$ cat config.mk
export PLATFORM = sky130hd
export DESIGN_NAME = two_value_seven_segment_scanner
export DESIGN_NICKNAME = d
export VERILOG_FILES = /design/src/sv/tvss_pkg.sv /design/src/sv/two_value_seven_segment_scanner.sv
export SDC_FILE = /design/constraint.sdc
export NUM_CORES = 1
export LEC_CHECK = 0
export BUFFER_PORTS_ARGS = -buffer_cell sky130_fd_sc_hd__buf_2
export CORE_MARGIN = 4
export CORE_UTILIZATION = 58
export CTS_CLUSTER_SIZE = 40
export DETAILED_ROUTE_END_ITERATION = 12
export PLACE_DENSITY = 0.75
export SLEW_MARGIN = 5
export SYNTH_ARGS = -nofsm -noshare
export SYNTH_HDL_FRONTEND = slang
export SYNTH_SLANG_ARGS = --single-unit
$ cat constraint.sdc
create_clock -name i_clk -period 6.6 [get_ports i_clk]
set_clock_uncertainty 0.1 [all_clocks]
set_input_delay 0.33 -clock i_clk [delete_from_list [all_inputs] [get_ports i_clk]]
set_output_delay 0.33 -clock i_clk [all_outputs]
set_load 0.01 [all_outputs]
$ cat src/sv/tvss_pkg.sv
// ----------------------------------------------------------------------------
// tvss_pkg
// Shared types and constants of the two-value seven-segment scanner.
// ----------------------------------------------------------------------------
package tvss_pkg;

    typedef struct packed {
        logic        command;
        logic [15:0] value_left;
        logic [15:0] value_right;
    } t_in_item;

    typedef struct packed {
        logic        latch_level;
        logic        word_valid;
        logic [15:0] segment_word;
    } t_out_item;

    localparam logic CMD_LOAD = 1'b0;
    localparam logic CMD_TICK = 1'b1;

    localparam logic [15:0] DOT_MASK  = 16'h7FFF;
    localparam logic [15:0] FULL_MASK = 16'hFFFF;
    localparam logic [1:0]  DOT_POS   = 2'd1;
    localparam logic [7:0]  SEL_LEFT  = 8'h10;
    localparam logic [7:0]  SEL_RIGHT = 8'h01;

    // x / 10 == (x * DIV10_MUL) >> DIV10_SHIFT for every 16-bit x
    localparam logic [32:0] DIV10_MUL   = 33'd52429;
    localparam int          DIV10_SHIFT = 19;

    function automatic logic [15:0] seg_pattern(input logic [3:0] digit);
        logic [15:0] pat;
        unique case (digit)
            4'd0:    pat = 16'hC000;
            4'd1:    pat = 16'hF900;
            4'd2:    pat = 16'hA400;
            4'd3:    pat = 16'hB000;
            4'd4:    pat = 16'h9900;
            4'd5:    pat = 16'h9200;
            4'd6:    pat = 16'h8200;
            4'd7:    pat = 16'hF800;
            4'd8:    pat = 16'h8000;
            4'd9:    pat = 16'h9000;
            default: pat = 16'h0000;
        endcase
        return pat;
    endfunction

endpackage

$ cat src/sv/two_value_seven_segment_scanner.sv
// ----------------------------------------------------------------------------
// two_value_seven_segment_scanner
// Converts two display values into eight stored segment words and scans them.
// ----------------------------------------------------------------------------
// Input channel (i_in_valid / o_in_stall, payload i_in) takes load and tick
// items. A load splits each value into its low four decimal digits, one digit
// per cycle in a divide-by-ten unit per half, and writes one entry of each of
// two 4x16 word memories per cycle; the input stalls until all four are written.
// Ticks may follow each other in every cycle unless a load or the output stalls them.
// Output channel (o_out_valid / i_out_stall, payload o_out) carries one result
// per tick, through the memory read stage and then the output register.
// A raising tick returns latch_level 1 and word 0; a lowering tick returns
// latch_level 0, word_valid 1 and the stored word of the current position.
// Loads return nothing. While the receiver stalls, the output register and
// one read stage hold results; the input stalls once both are full.
// Reset clears the scan position, the latch phase and the entry valid bits,
// so words never loaded read as zero. No clearing pass is needed.
// ----------------------------------------------------------------------------
module two_value_seven_segment_scanner (
    input  logic                i_clk,
    input  logic                i_rst_n,
    input  logic                i_in_valid,
    output logic                o_in_stall,
    input  tvss_pkg::t_in_item  i_in,
    output logic                o_out_valid,
    input  logic                i_out_stall,
    output tvss_pkg::t_out_item o_out
);
    import tvss_pkg::*;

    logic        r_busy;
    logic [1:0]  r_step;
    logic [15:0] r_x_l;
    logic [15:0] r_x_r;
    logic [3:0]  r_vld_l;
    logic [3:0]  r_vld_r;
    logic [15:0] r_mem_l [4];
    logic [15:0] r_mem_r [4];

    logic        r_phase;
    logic [2:0]  r_pos;

    logic        r_s1_valid;
    logic        r_s1_latch;
    logic        r_s1_wv;
    logic        r_s1_hi;
    logic [15:0] r_rd_l;
    logic [15:0] r_rd_r;
    logic        r_rd_vl;
    logic        r_rd_vr;

    logic        r_out_valid;
    t_out_item   r_out;

    logic        w_s1_move;
    logic        w_in_stall;
    logic        w_accept;
    logic        w_load;
    logic        w_tick;
    logic [32:0] w_prod_l;
    logic [32:0] w_prod_r;
    logic [15:0] w_q_l;
    logic [15:0] w_q_r;
    logic [3:0]  w_dig_l;
    logic [3:0]  w_dig_r;
    logic [15:0] w_mask;
    logic [15:0] w_word_l;
    logic [15:0] w_word_r;
    t_out_item   w_s1_item;

    always_comb begin
        w_s1_move  = !r_out_valid || !i_out_stall;
        w_in_stall = r_busy || (r_s1_valid && !w_s1_move);
        w_accept   = i_in_valid && !w_in_stall;
        w_load     = w_accept && (i_in.command == CMD_LOAD);
        w_tick     = w_accept && (i_in.command == CMD_TICK);
    end

    always_comb begin
        w_prod_l = {17'd0, r_x_l} * DIV10_MUL;
        w_prod_r = {17'd0, r_x_r} * DIV10_MUL;
        w_q_l    = 16'(w_prod_l >> DIV10_SHIFT);
        w_q_r    = 16'(w_prod_r >> DIV10_SHIFT);
        w_dig_l  = 4'(r_x_l - ((w_q_l << 3) + (w_q_l << 1)));
        w_dig_r  = 4'(r_x_r - ((w_q_r << 3) + (w_q_r << 1)));
        w_mask   = (r_step == DOT_POS) ? DOT_MASK : FULL_MASK;
        w_word_l = (seg_pattern(w_dig_l) & w_mask) + {8'h00, 8'(SEL_LEFT << r_step)};
        w_word_r = (seg_pattern(w_dig_r) & w_mask) + {8'h00, 8'(SEL_RIGHT << r_step)};
    end

    always_comb begin
        w_s1_item.latch_level  = r_s1_latch;
        w_s1_item.word_valid   = r_s1_wv;
        w_s1_item.segment_word = 16'h0000;
        if (r_s1_wv) begin
            if (r_s1_hi) begin
                w_s1_item.segment_word = r_rd_vr ? r_rd_r : 16'h0000;
            end else begin
                w_s1_item.segment_word = r_rd_vl ? r_rd_l : 16'h0000;
            end
        end
    end

    always_ff @(posedge i_clk) begin
        if (!i_rst_n) begin
            r_busy      <= 1'b0;
            r_step      <= 2'd0;
            r_vld_l     <= 4'd0;
            r_vld_r     <= 4'd0;
            r_phase     <= 1'b0;
            r_pos       <= 3'd0;
            r_s1_valid  <= 1'b0;
            r_out_valid <= 1'b0;
        end else begin
            if (w_load) begin
                r_busy <= 1'b1;
                r_step <= 2'd3;
            end else if (r_busy) begin
                r_vld_l[r_step] <= 1'b1;
                r_vld_r[r_step] <= 1'b1;
                r_step          <= r_step - 2'd1;
                if (r_step == 2'd0) begin
                    r_busy <= 1'b0;
                end
            end
            if (w_tick) begin
                r_phase <= !r_phase;
                if (r_phase) begin
                    r_pos <= r_pos + 3'd1;
                end
            end
            if (w_tick) begin
                r_s1_valid <= 1'b1;
            end else if (w_s1_move) begin
                r_s1_valid <= 1'b0;
            end
            if (w_s1_move) begin
                r_out_valid <= r_s1_valid;
            end
        end
    end

    // digit unit and word memories
    always_ff @(posedge i_clk) begin
        if (w_load) begin
            r_x_l <= i_in.value_left;
            r_x_r <= i_in.value_right;
        end else if (r_busy) begin
            r_x_l            <= w_q_l;
            r_x_r            <= w_q_r;
            r_mem_l[r_step]  <= w_word_l;
            r_mem_r[r_step]  <= w_word_r;
        end
    end

    always_ff @(posedge i_clk) begin
        if (w_tick) begin
            r_rd_l     <= r_mem_l[r_pos[1:0]];
            r_rd_r     <= r_mem_r[r_pos[1:0]];
            r_rd_vl    <= r_vld_l[r_pos[1:0]];
            r_rd_vr    <= r_vld_r[r_pos[1:0]];
            r_s1_latch <= !r_phase;
            r_s1_wv    <= r_phase;
            r_s1_hi    <= r_pos[2];
        end
        if (r_s1_valid && w_s1_move) begin
            r_out <= w_s1_item;
        end
    end

    assign o_in_stall  = w_in_stall;
    assign o_out_valid = r_out_valid;
    assign o_out       = r_out;

endmodule

==> flow_summary.toml, run 1 <==
[logic_synthesis]
syn_nets = 1839
ys_seq_area_share_pct = 31.4
synth_seq_cells = 172
synth-async-reset-ratio_pct = 0
synthFlopType = "edfxtp_1"
synth_cell_type_count = 60
synth-edff-count = 155
yosysWarnings = 0
netlist_instances = 1362
synthesis.area_sq_um = 15900
syn_avg_cell_area_sq_um = 11.7

[clock_network]
clk_pin_slew_ns = 0.10
htreeDepth = 4
tritoncts = "yes"
cts_root_buf = "clkbuf_16"
clock_path_buffers = 2
numCtsBuffers = 17
clock_sinks = 172
insertion_delay_ns = 0.44

[sta]
finalSetupTns_ns = 0
final_hold_viol_count = 0
tightestPinTransition_ns = 1.21
relSlewSlack_pct = 19.2
min_period_ns = 6.40
setup_violations = 0
slew_viol_final = 0
finalCritPeriodShare_pct = 96.9
whs_ns = 0.0516
fmax_ghz = 0.156

[layout]
nets = 1967
drive_gt1_share_pct = 17.0
n_antenna_cell = 0
syn2layout_area_growth_pct = 14.1

[floorplan]
design.die.area_sq_um = 30200
placementRows = 60
initial_core_util_pct = 59.1
core-area_sq_um = 27000
die_y_microns = 174
pin_count = 57
die_w_microns = 174

[detailed_routing]
vias_per_cell = 5.59
ant_nets = 0
drt-initial-drc-count = 622
totalWireLength_microns = 35700
avgRoutedWirePerCell_microns = 19.4
drc = 0
via_count = 10300
drt_pre_antenna_iters = 5

[worst_setup_path]
crit_path_start_kind = "flop"
cp-end-kind = "flop"
critPathArrivalTime_ns = 6.54
crit_path_max_fanout = 4
crit_type = "flop to flop"
worstPathRequired_ns = 6.75

[grt]
grt_pass1_wl_microns = 56500
grt.overflow.total = 0
grt_pass1_vias = 10800
groute.usage.overall_pct = 23.8
antenna_found_initial = 0
grt_max_degree = 37

[place]
dpl.hpwl_microns = 27800
place_congestion = 0.942
io_buffers = 56

[hold_path]
hold_path_class = "input pin to flop"

[run_status]
outcome = "completed"

[flow_run]
drv_cap = 0
## kinds of logic (layout without fill, tap and decap cells)
group                      Yosys count  count (layout)  synth area share, %
muxes                               28              28                 3.49
xor gates and xnor gates            41              41                 2.35
adders and majority gates          440             440                 42.1
DFF                                172             172                 31.4
and+or+nand+nor                    180             180                 5.70
AOI/OAI and AO/OA                  165             165                 7.03
buffers and inverters              336             477                 7.93
## sequential cells by signal (all words and copies together), names as in the netlist, 2 cells and up
name     count
r_rd_r      12
r_x_l       16
r_pos        3
r_vld_r      4
r_vld_l      4
r_step       2
r_mem_l     36
r_mem_r     44
o_out       18
r_rd_l       8
r_x_r       16
## placed cells by master (no fill, tap or decap), types with 5 or more instances in the layout
cell type	netlist	layout
and2_1	24	24
o31ai_1	7	7
nand2_1	56	55
ha_1	280	253
nand2b_1	6	5
a31oi_1	11	11
nand3_1	13	13
ha_4	0	22
dfxtp_1	17	17
nor2_1	34	30
inv_1	316	312
a22o_1	8	8
nor3_1	11	10
buf_2	1	56
a21oi_1	52	49
o21a_1	15	15
xnor2_2	2	5
edfxtp_1	155	155
a21o_1	16	16
clkbuf_16	0	17
nor2b_1	6	5
xor2_1	18	16
fa_1	160	159
xnor2_1	21	18
buf_4	0	70
ha_2	0	5
nand4_1	9	9
mux4_2	22	22
clkinv_8	0	8
o21ai_0	23	22
## routing by layer
layer / part of all wire (%) / track usage [%] / vias up
met5: 0 / 0 / -
met4: 2.3 / 5.41 / 0
met3: 3.6 / 3.01 / 54
met2: 51 / 42.1 / 251
met1: 43 / 31.6 / 5176
li1: - / - / 4832
## critical path, cell delays in order, from the launching register on
cell,delay (ns)
edfxtp_1,0.54
buf_4,0.20
buf_4,0.13
ha_1,0.26
inv_1,0.05
fa_1,0.49
inv_1,0.06
fa_1,0.58
fa_1,0.44
fa_1,0.45
ha_1,0.33
and4_4,0.17
and4_4,0.20
a221oi_4,0.38
a211o_4,0.22
nand2_2,0.07
xor2_2,0.15
ha_1,0.30
nand2_1,0.07
nand4_1,0.14
xnor2_2,0.18
xnor2_2,0.13
buf_4,0.16
buf_6,0.13
nor3_4,0.25
## cells in the mapped netlist (2+ instances only)
| master | number | area [sq um] |
|---|---|---|
| and3b_1 | 2 | 17.5 |
| xor2_1 | 18 | 158 |
| and4_4 | 2 | 22.5 |
| and2_1 | 24 | 150 |
| nor4_1 | 4 | 25.0 |
| nand4_1 | 9 | 56.3 |
| clkbuf_1 | 17 | 63.8 |
| buf_1 | 2 | 7.51 |
| a21boi_0 | 5 | 37.5 |
| o211ai_1 | 2 | 15.0 |
| nor3_1 | 11 | 55.1 |
| o21a_1 | 15 | 113 |
| o21ai_0 | 23 | 115 |
| nand2b_1 | 6 | 37.5 |
| or2_2 | 2 | 12.5 |
| a22o_1 | 8 | 70.1 |
| mux2i_1 | 6 | 60.1 |
| inv_1 | 316 | 1190 |
| a31oi_1 | 11 | 68.8 |
| mux4_2 | 22 | 495 |
| o31ai_1 | 7 | 52.6 |
| xnor2_2 | 2 | 32.5 |
| and3_1 | 6 | 37.5 |
| a21oi_1 | 52 | 260 |
| nor2b_1 | 6 | 37.5 |
| xnor2_1 | 21 | 184 |
| a21o_2 | 2 | 17.5 |
| a21o_1 | 16 | 120 |
| o22ai_1 | 2 | 12.5 |
| nand2_1 | 56 | 210 |
| fa_1 | 160 | 3200 |
| dfxtp_1 | 17 | 340 |
| o21bai_1 | 4 | 30.0 |
| nor2_1 | 34 | 128 |
| edfxtp_1 | 155 | 4650 |
| a211oi_1 | 2 | 15.0 |
| ha_1 | 280 | 3500 |
| nand3_1 | 13 | 65.1 |
## path summary, 6_finish.rpt
kind	to	start	depth (start not counted)	slack, ns
setup / recovery	r_mem_l[3][9]$_DFFE_PP_	r_x_l[7]$_DFFE_PP_	24	0.20
hold / removal	r_x_l[0]$_DFFE_PP_	i_in[16]	3	0.05
setup reg to reg	r_mem_l[3][9]$_DFFE_PP_	r_x_l[7]$_DFFE_PP_	24	0.20
hold reg to reg	o_out[17]$_DFFE_PP_	r_s1_latch$_DFFE_PP_	0	0.35
## per-stage QoR
stage	cells	util (%)	area, sq um	setup WS, ns
2_1_floorplan	1362	-	15900	0.379
4_1_cts	1808	64.9	17500	-0.0147
6_report	1844	67.4	18200	0.203
3_3_place_gp	1771	62.3	16800	0.114
3_5_place_dp	1771	62.3	16800	-0.0671
5_1_grt	1844	67.4	18200	-0.0322
## cell type report
class / count / area [sq um]
Sequential cell: 172 / 4990
Tap cell: 341 / 427
Clock buffer: 17 / 425
Inverter: 316 / 1190
Timing Repair Buffer: 129 / 840
Multi-Input combinational cell: 854 / 10100
Clock inverter: 15 / 216
Fill cell: 1937 / 8790
## what timing repair did
action,4_1_cts,5_1_grt
cloned,0,0
setup endpoints to repair,15,65
hold buffers,0,0
pin swaps,2,35
setup buffers,5,36
gates resized for setup,3,61
Power of run 1 is not shown: default switching activity piles up to over one toggle a cycle in this logic, so the estimate is an artifact.
==> run 2: changes to the inputs <==
--- a/config.mk
+++ b/config.mk
@@ -6,8 +6,9 @@
 export NUM_CORES = 1
 export LEC_CHECK = 0
 export BUFFER_PORTS_ARGS = -buffer_cell sky130_fd_sc_hd__buf_2
-export CORE_MARGIN = 4
+export CORE_MARGIN = 1
 export CORE_UTILIZATION = 58
+export CTS_CLUSTER_DIAMETER = 80
 export CTS_CLUSTER_SIZE = 40
 export DETAILED_ROUTE_END_ITERATION = 12
 export PLACE_DENSITY = 0.75
@@ -15,3 +16,4 @@
 export SYNTH_ARGS = -nofsm -noshare
 export SYNTH_HDL_FRONTEND = slang
 export SYNTH_SLANG_ARGS = --single-unit
+export TNS_END_PERCENT = 30
==> run 2 against run 1 <==
Compared with the run above: die area down 6.8%; global-route usage up 2.9 points; non-clock buffer count down 14; utilization down 0.95 points; fmax down 1.3%; via count down 0.86%; count of clock-buffer cells in the layout up 4; sequential share of layout area up 0.39 points; setup slack worse by 0.084 ns; hold slack better by 0.011 ns; first-iteration DRC count down 21%; routed wire length down 0.85%.
==> flow_summary.toml, run 2 (synthesis gave the netlist of run 1 again) <==
[run_status]
outcome = "completed"

[worst_setup_path]
path_cells = "buf_6 -> ha_4 -> inv_1 -> fa_1 -> inv_1 -> fa_1 -> fa_1 -> fa_1 -> inv_1 -> fa_1 -> inv_1 -> ha_4 -> nand4_1 -> nor3_2 -> a32oi_2 -> a31oi_2 -> nor2_2 -> xnor2_2 -> ha_4 -> nand2_1 -> and3b_1 -> xnor2_2 -> xnor2_4 -> mux2i_2"
cp_common_cell = "fa_1"
cpPeakStageDelay_ns = 0.53
r2r-start = "r_x_r[3]$_DFFE_PP_"
cp-end-kind = "flop"
r2r_end = "r_mem_r[1][12]$_DFFE_PP_"
ff2ff_setup_slack_ns = 0.12
worstPathRequired_ns = 6.74
critPathArrivalTime_ns = 6.62
crit_type = "flop to flop"
crit_path_max_fanout = 7
r2r_cells = 24
crit_buf_inv = 5
critPathSlowestCell = "fa_1"
crit_path_start_kind = "flop"
critPathTopFamily = "adder cells"

[grt]
grt.overflow.total = 0
groute.usage.overall_pct = 26.7
grt_pass1_wl_microns = 56600
grt_busiest_layer = "met2"
use_met2_pct = 45.6
grt_pass1_vias = 10900
antenna_found_initial = 0
met1_usage_pct = 34.4
grt_max_degree = 33
grt.met3_usage_pct = 4.63

[clock_network]
clock_sinks = 172
cts_root_buf = "clkbuf_16"
clock_path_buffers = 2
cts_hold_buf = 0
insertion_delay_ns = 0.43
htreeDepth = 4
numCtsBuffers = 17
clk_pin_slew_ns = 0.07
tritoncts = "yes"

[sta]
final_hold_viol_count = 0
finalCritPeriodShare_pct = 98.2
relSlewSlack_pct = 22.7
whs_ns = 0.0630
grt_setup_unrepaired = "yes"
setup_violations = 0
tightestPinTransition_ns = 1.16
fmax_ghz = 0.154
slew_viol_final = 0
setup_ws_ns = 0.119
min_period_ns = 6.48

[detailed_routing]
totalWireLength_microns = 35400
drt-initial-drc-count = 490
vias_per_cell = 5.59
ant_nets = 0
via_count = 10200
drt_pre_antenna_iters = 5
avgRoutedWirePerCell_microns = 19.3
drc = 0

[layout]
n_antenna_cell = 0
nets = 1953
largest-register = "r_mem_r"
largest_register_ffs = 44
fin_util_pct = 66.4
mostFrequentLayoutCells = "inv_1, ha_1, fa_1"
final_common_cell = "inv_1"
syn2layout_area_growth_pct = 12.5
drive_gt1_share_pct = 15.2

[place]
dpl.hpwl_microns = 28100
io_buffers = 56
place_congestion = 0.953
dp_slack_ns = -0.0435

[hold_path]
min-delay-start = "i_in[16]"
holdPathEnd = "r_x_l[0]$_DFFE_PP_"
hold_path_class = "input pin to flop"
hold_depth = 3

[floorplan]
core-area_sq_um = 27000
design.die.area_sq_um = 28100
pin_count = 57
initial_core_util_pct = 59.1
placementRows = 60
die_y_microns = 168
die_w_microns = 168

[flow_run]
drv_cap = 0
-- run 2: cell types whose count changed in the layout (fill, tap and decap cells not counted), sizes merged --
cell,before,now
clkinvlp,0,1
clkbuf,17,21
clkinv,10,3
inv,321,323
buf,129,115
-- run 2: stage by stage --
| step | instance area [sq um] | cells | setup TNS, ns |
|---|---|---|---|
| 5_1_grt | 17900 | 1830 | -2.45 |
| 2_1_floorplan | 15900 | 1362 | 0 |
| 4_1_cts | 17400 | 1801 | -0.0140 |
| 6_report | 17900 | 1830 | 0 |
| 3_3_place_gp | 16800 | 1766 | 0 |
| 3_5_place_dp | 16800 | 1766 | -0.179 |
-- run 2: worst min-delay path, delay by kind of cell --
family / cells / cell delay [ns]
buffers and inverters: 1 / 0.07
and+or+nand+nor: 2 / 0.09
-- run 2: worst max path at each step --
| stage | endpoint | cells past startpoint | startpoint |
|---|---|---|---|
| after floorplan | r_mem_r[0][12]$_DFFE_PP_ | 22 | r_x_r[1]$_DFFE_PP_ |
| after global placement | r_mem_l[0][12]$_DFFE_PP_ | 22 | r_x_l[7]$_DFFE_PP_ |
| after detailed placement | r_mem_l[1][12]$_DFFE_PP_ | 21 | r_x_l[10]$_DFFE_PP_ |
| after CTS | r_mem_r[3][12]$_DFFE_PP_ | 23 | r_x_r[7]$_DFFE_PP_ |
| after global routing | r_mem_r[0][12]$_DFFE_PP_ | 23 | r_x_r[2]$_DFFE_PP_ |
| final | r_mem_r[1][12]$_DFFE_PP_ | 24 | r_x_r[3]$_DFFE_PP_ |
-- run 2: timing repair --
item | in CTS | in global routing
setup buffers | 3 | 29
gates resized for setup | 2 | 46
pin swaps | 2 | 19
setup endpoints to repair | 16 | 64
-- run 2: layer usage --
layer,part of all wire [%],vias to the layer above,routed length (microns)
li1,-,4820,-
met2,50,267,17600
met1,42,5071,15000
met4,2.7,0,959
met5,0,-,0
met3,5.4,66,1930
-- run 2: layout make-up --
| cell class | instances | area (sq um) |
|---|---|---|
| clock buffers | 21 | 470 |
| clock inverters | 11 | 97.6 |
| fillers | 1960 | 9050 |
| inverters | 316 | 1190 |
| multi-input cells | 854 | 10000 |
| flip-flops and latches | 172 | 4990 |
| well taps | 341 | 427 |
| repair buffers | 115 | 731 |
Power of run 2 is left out for the same reason.
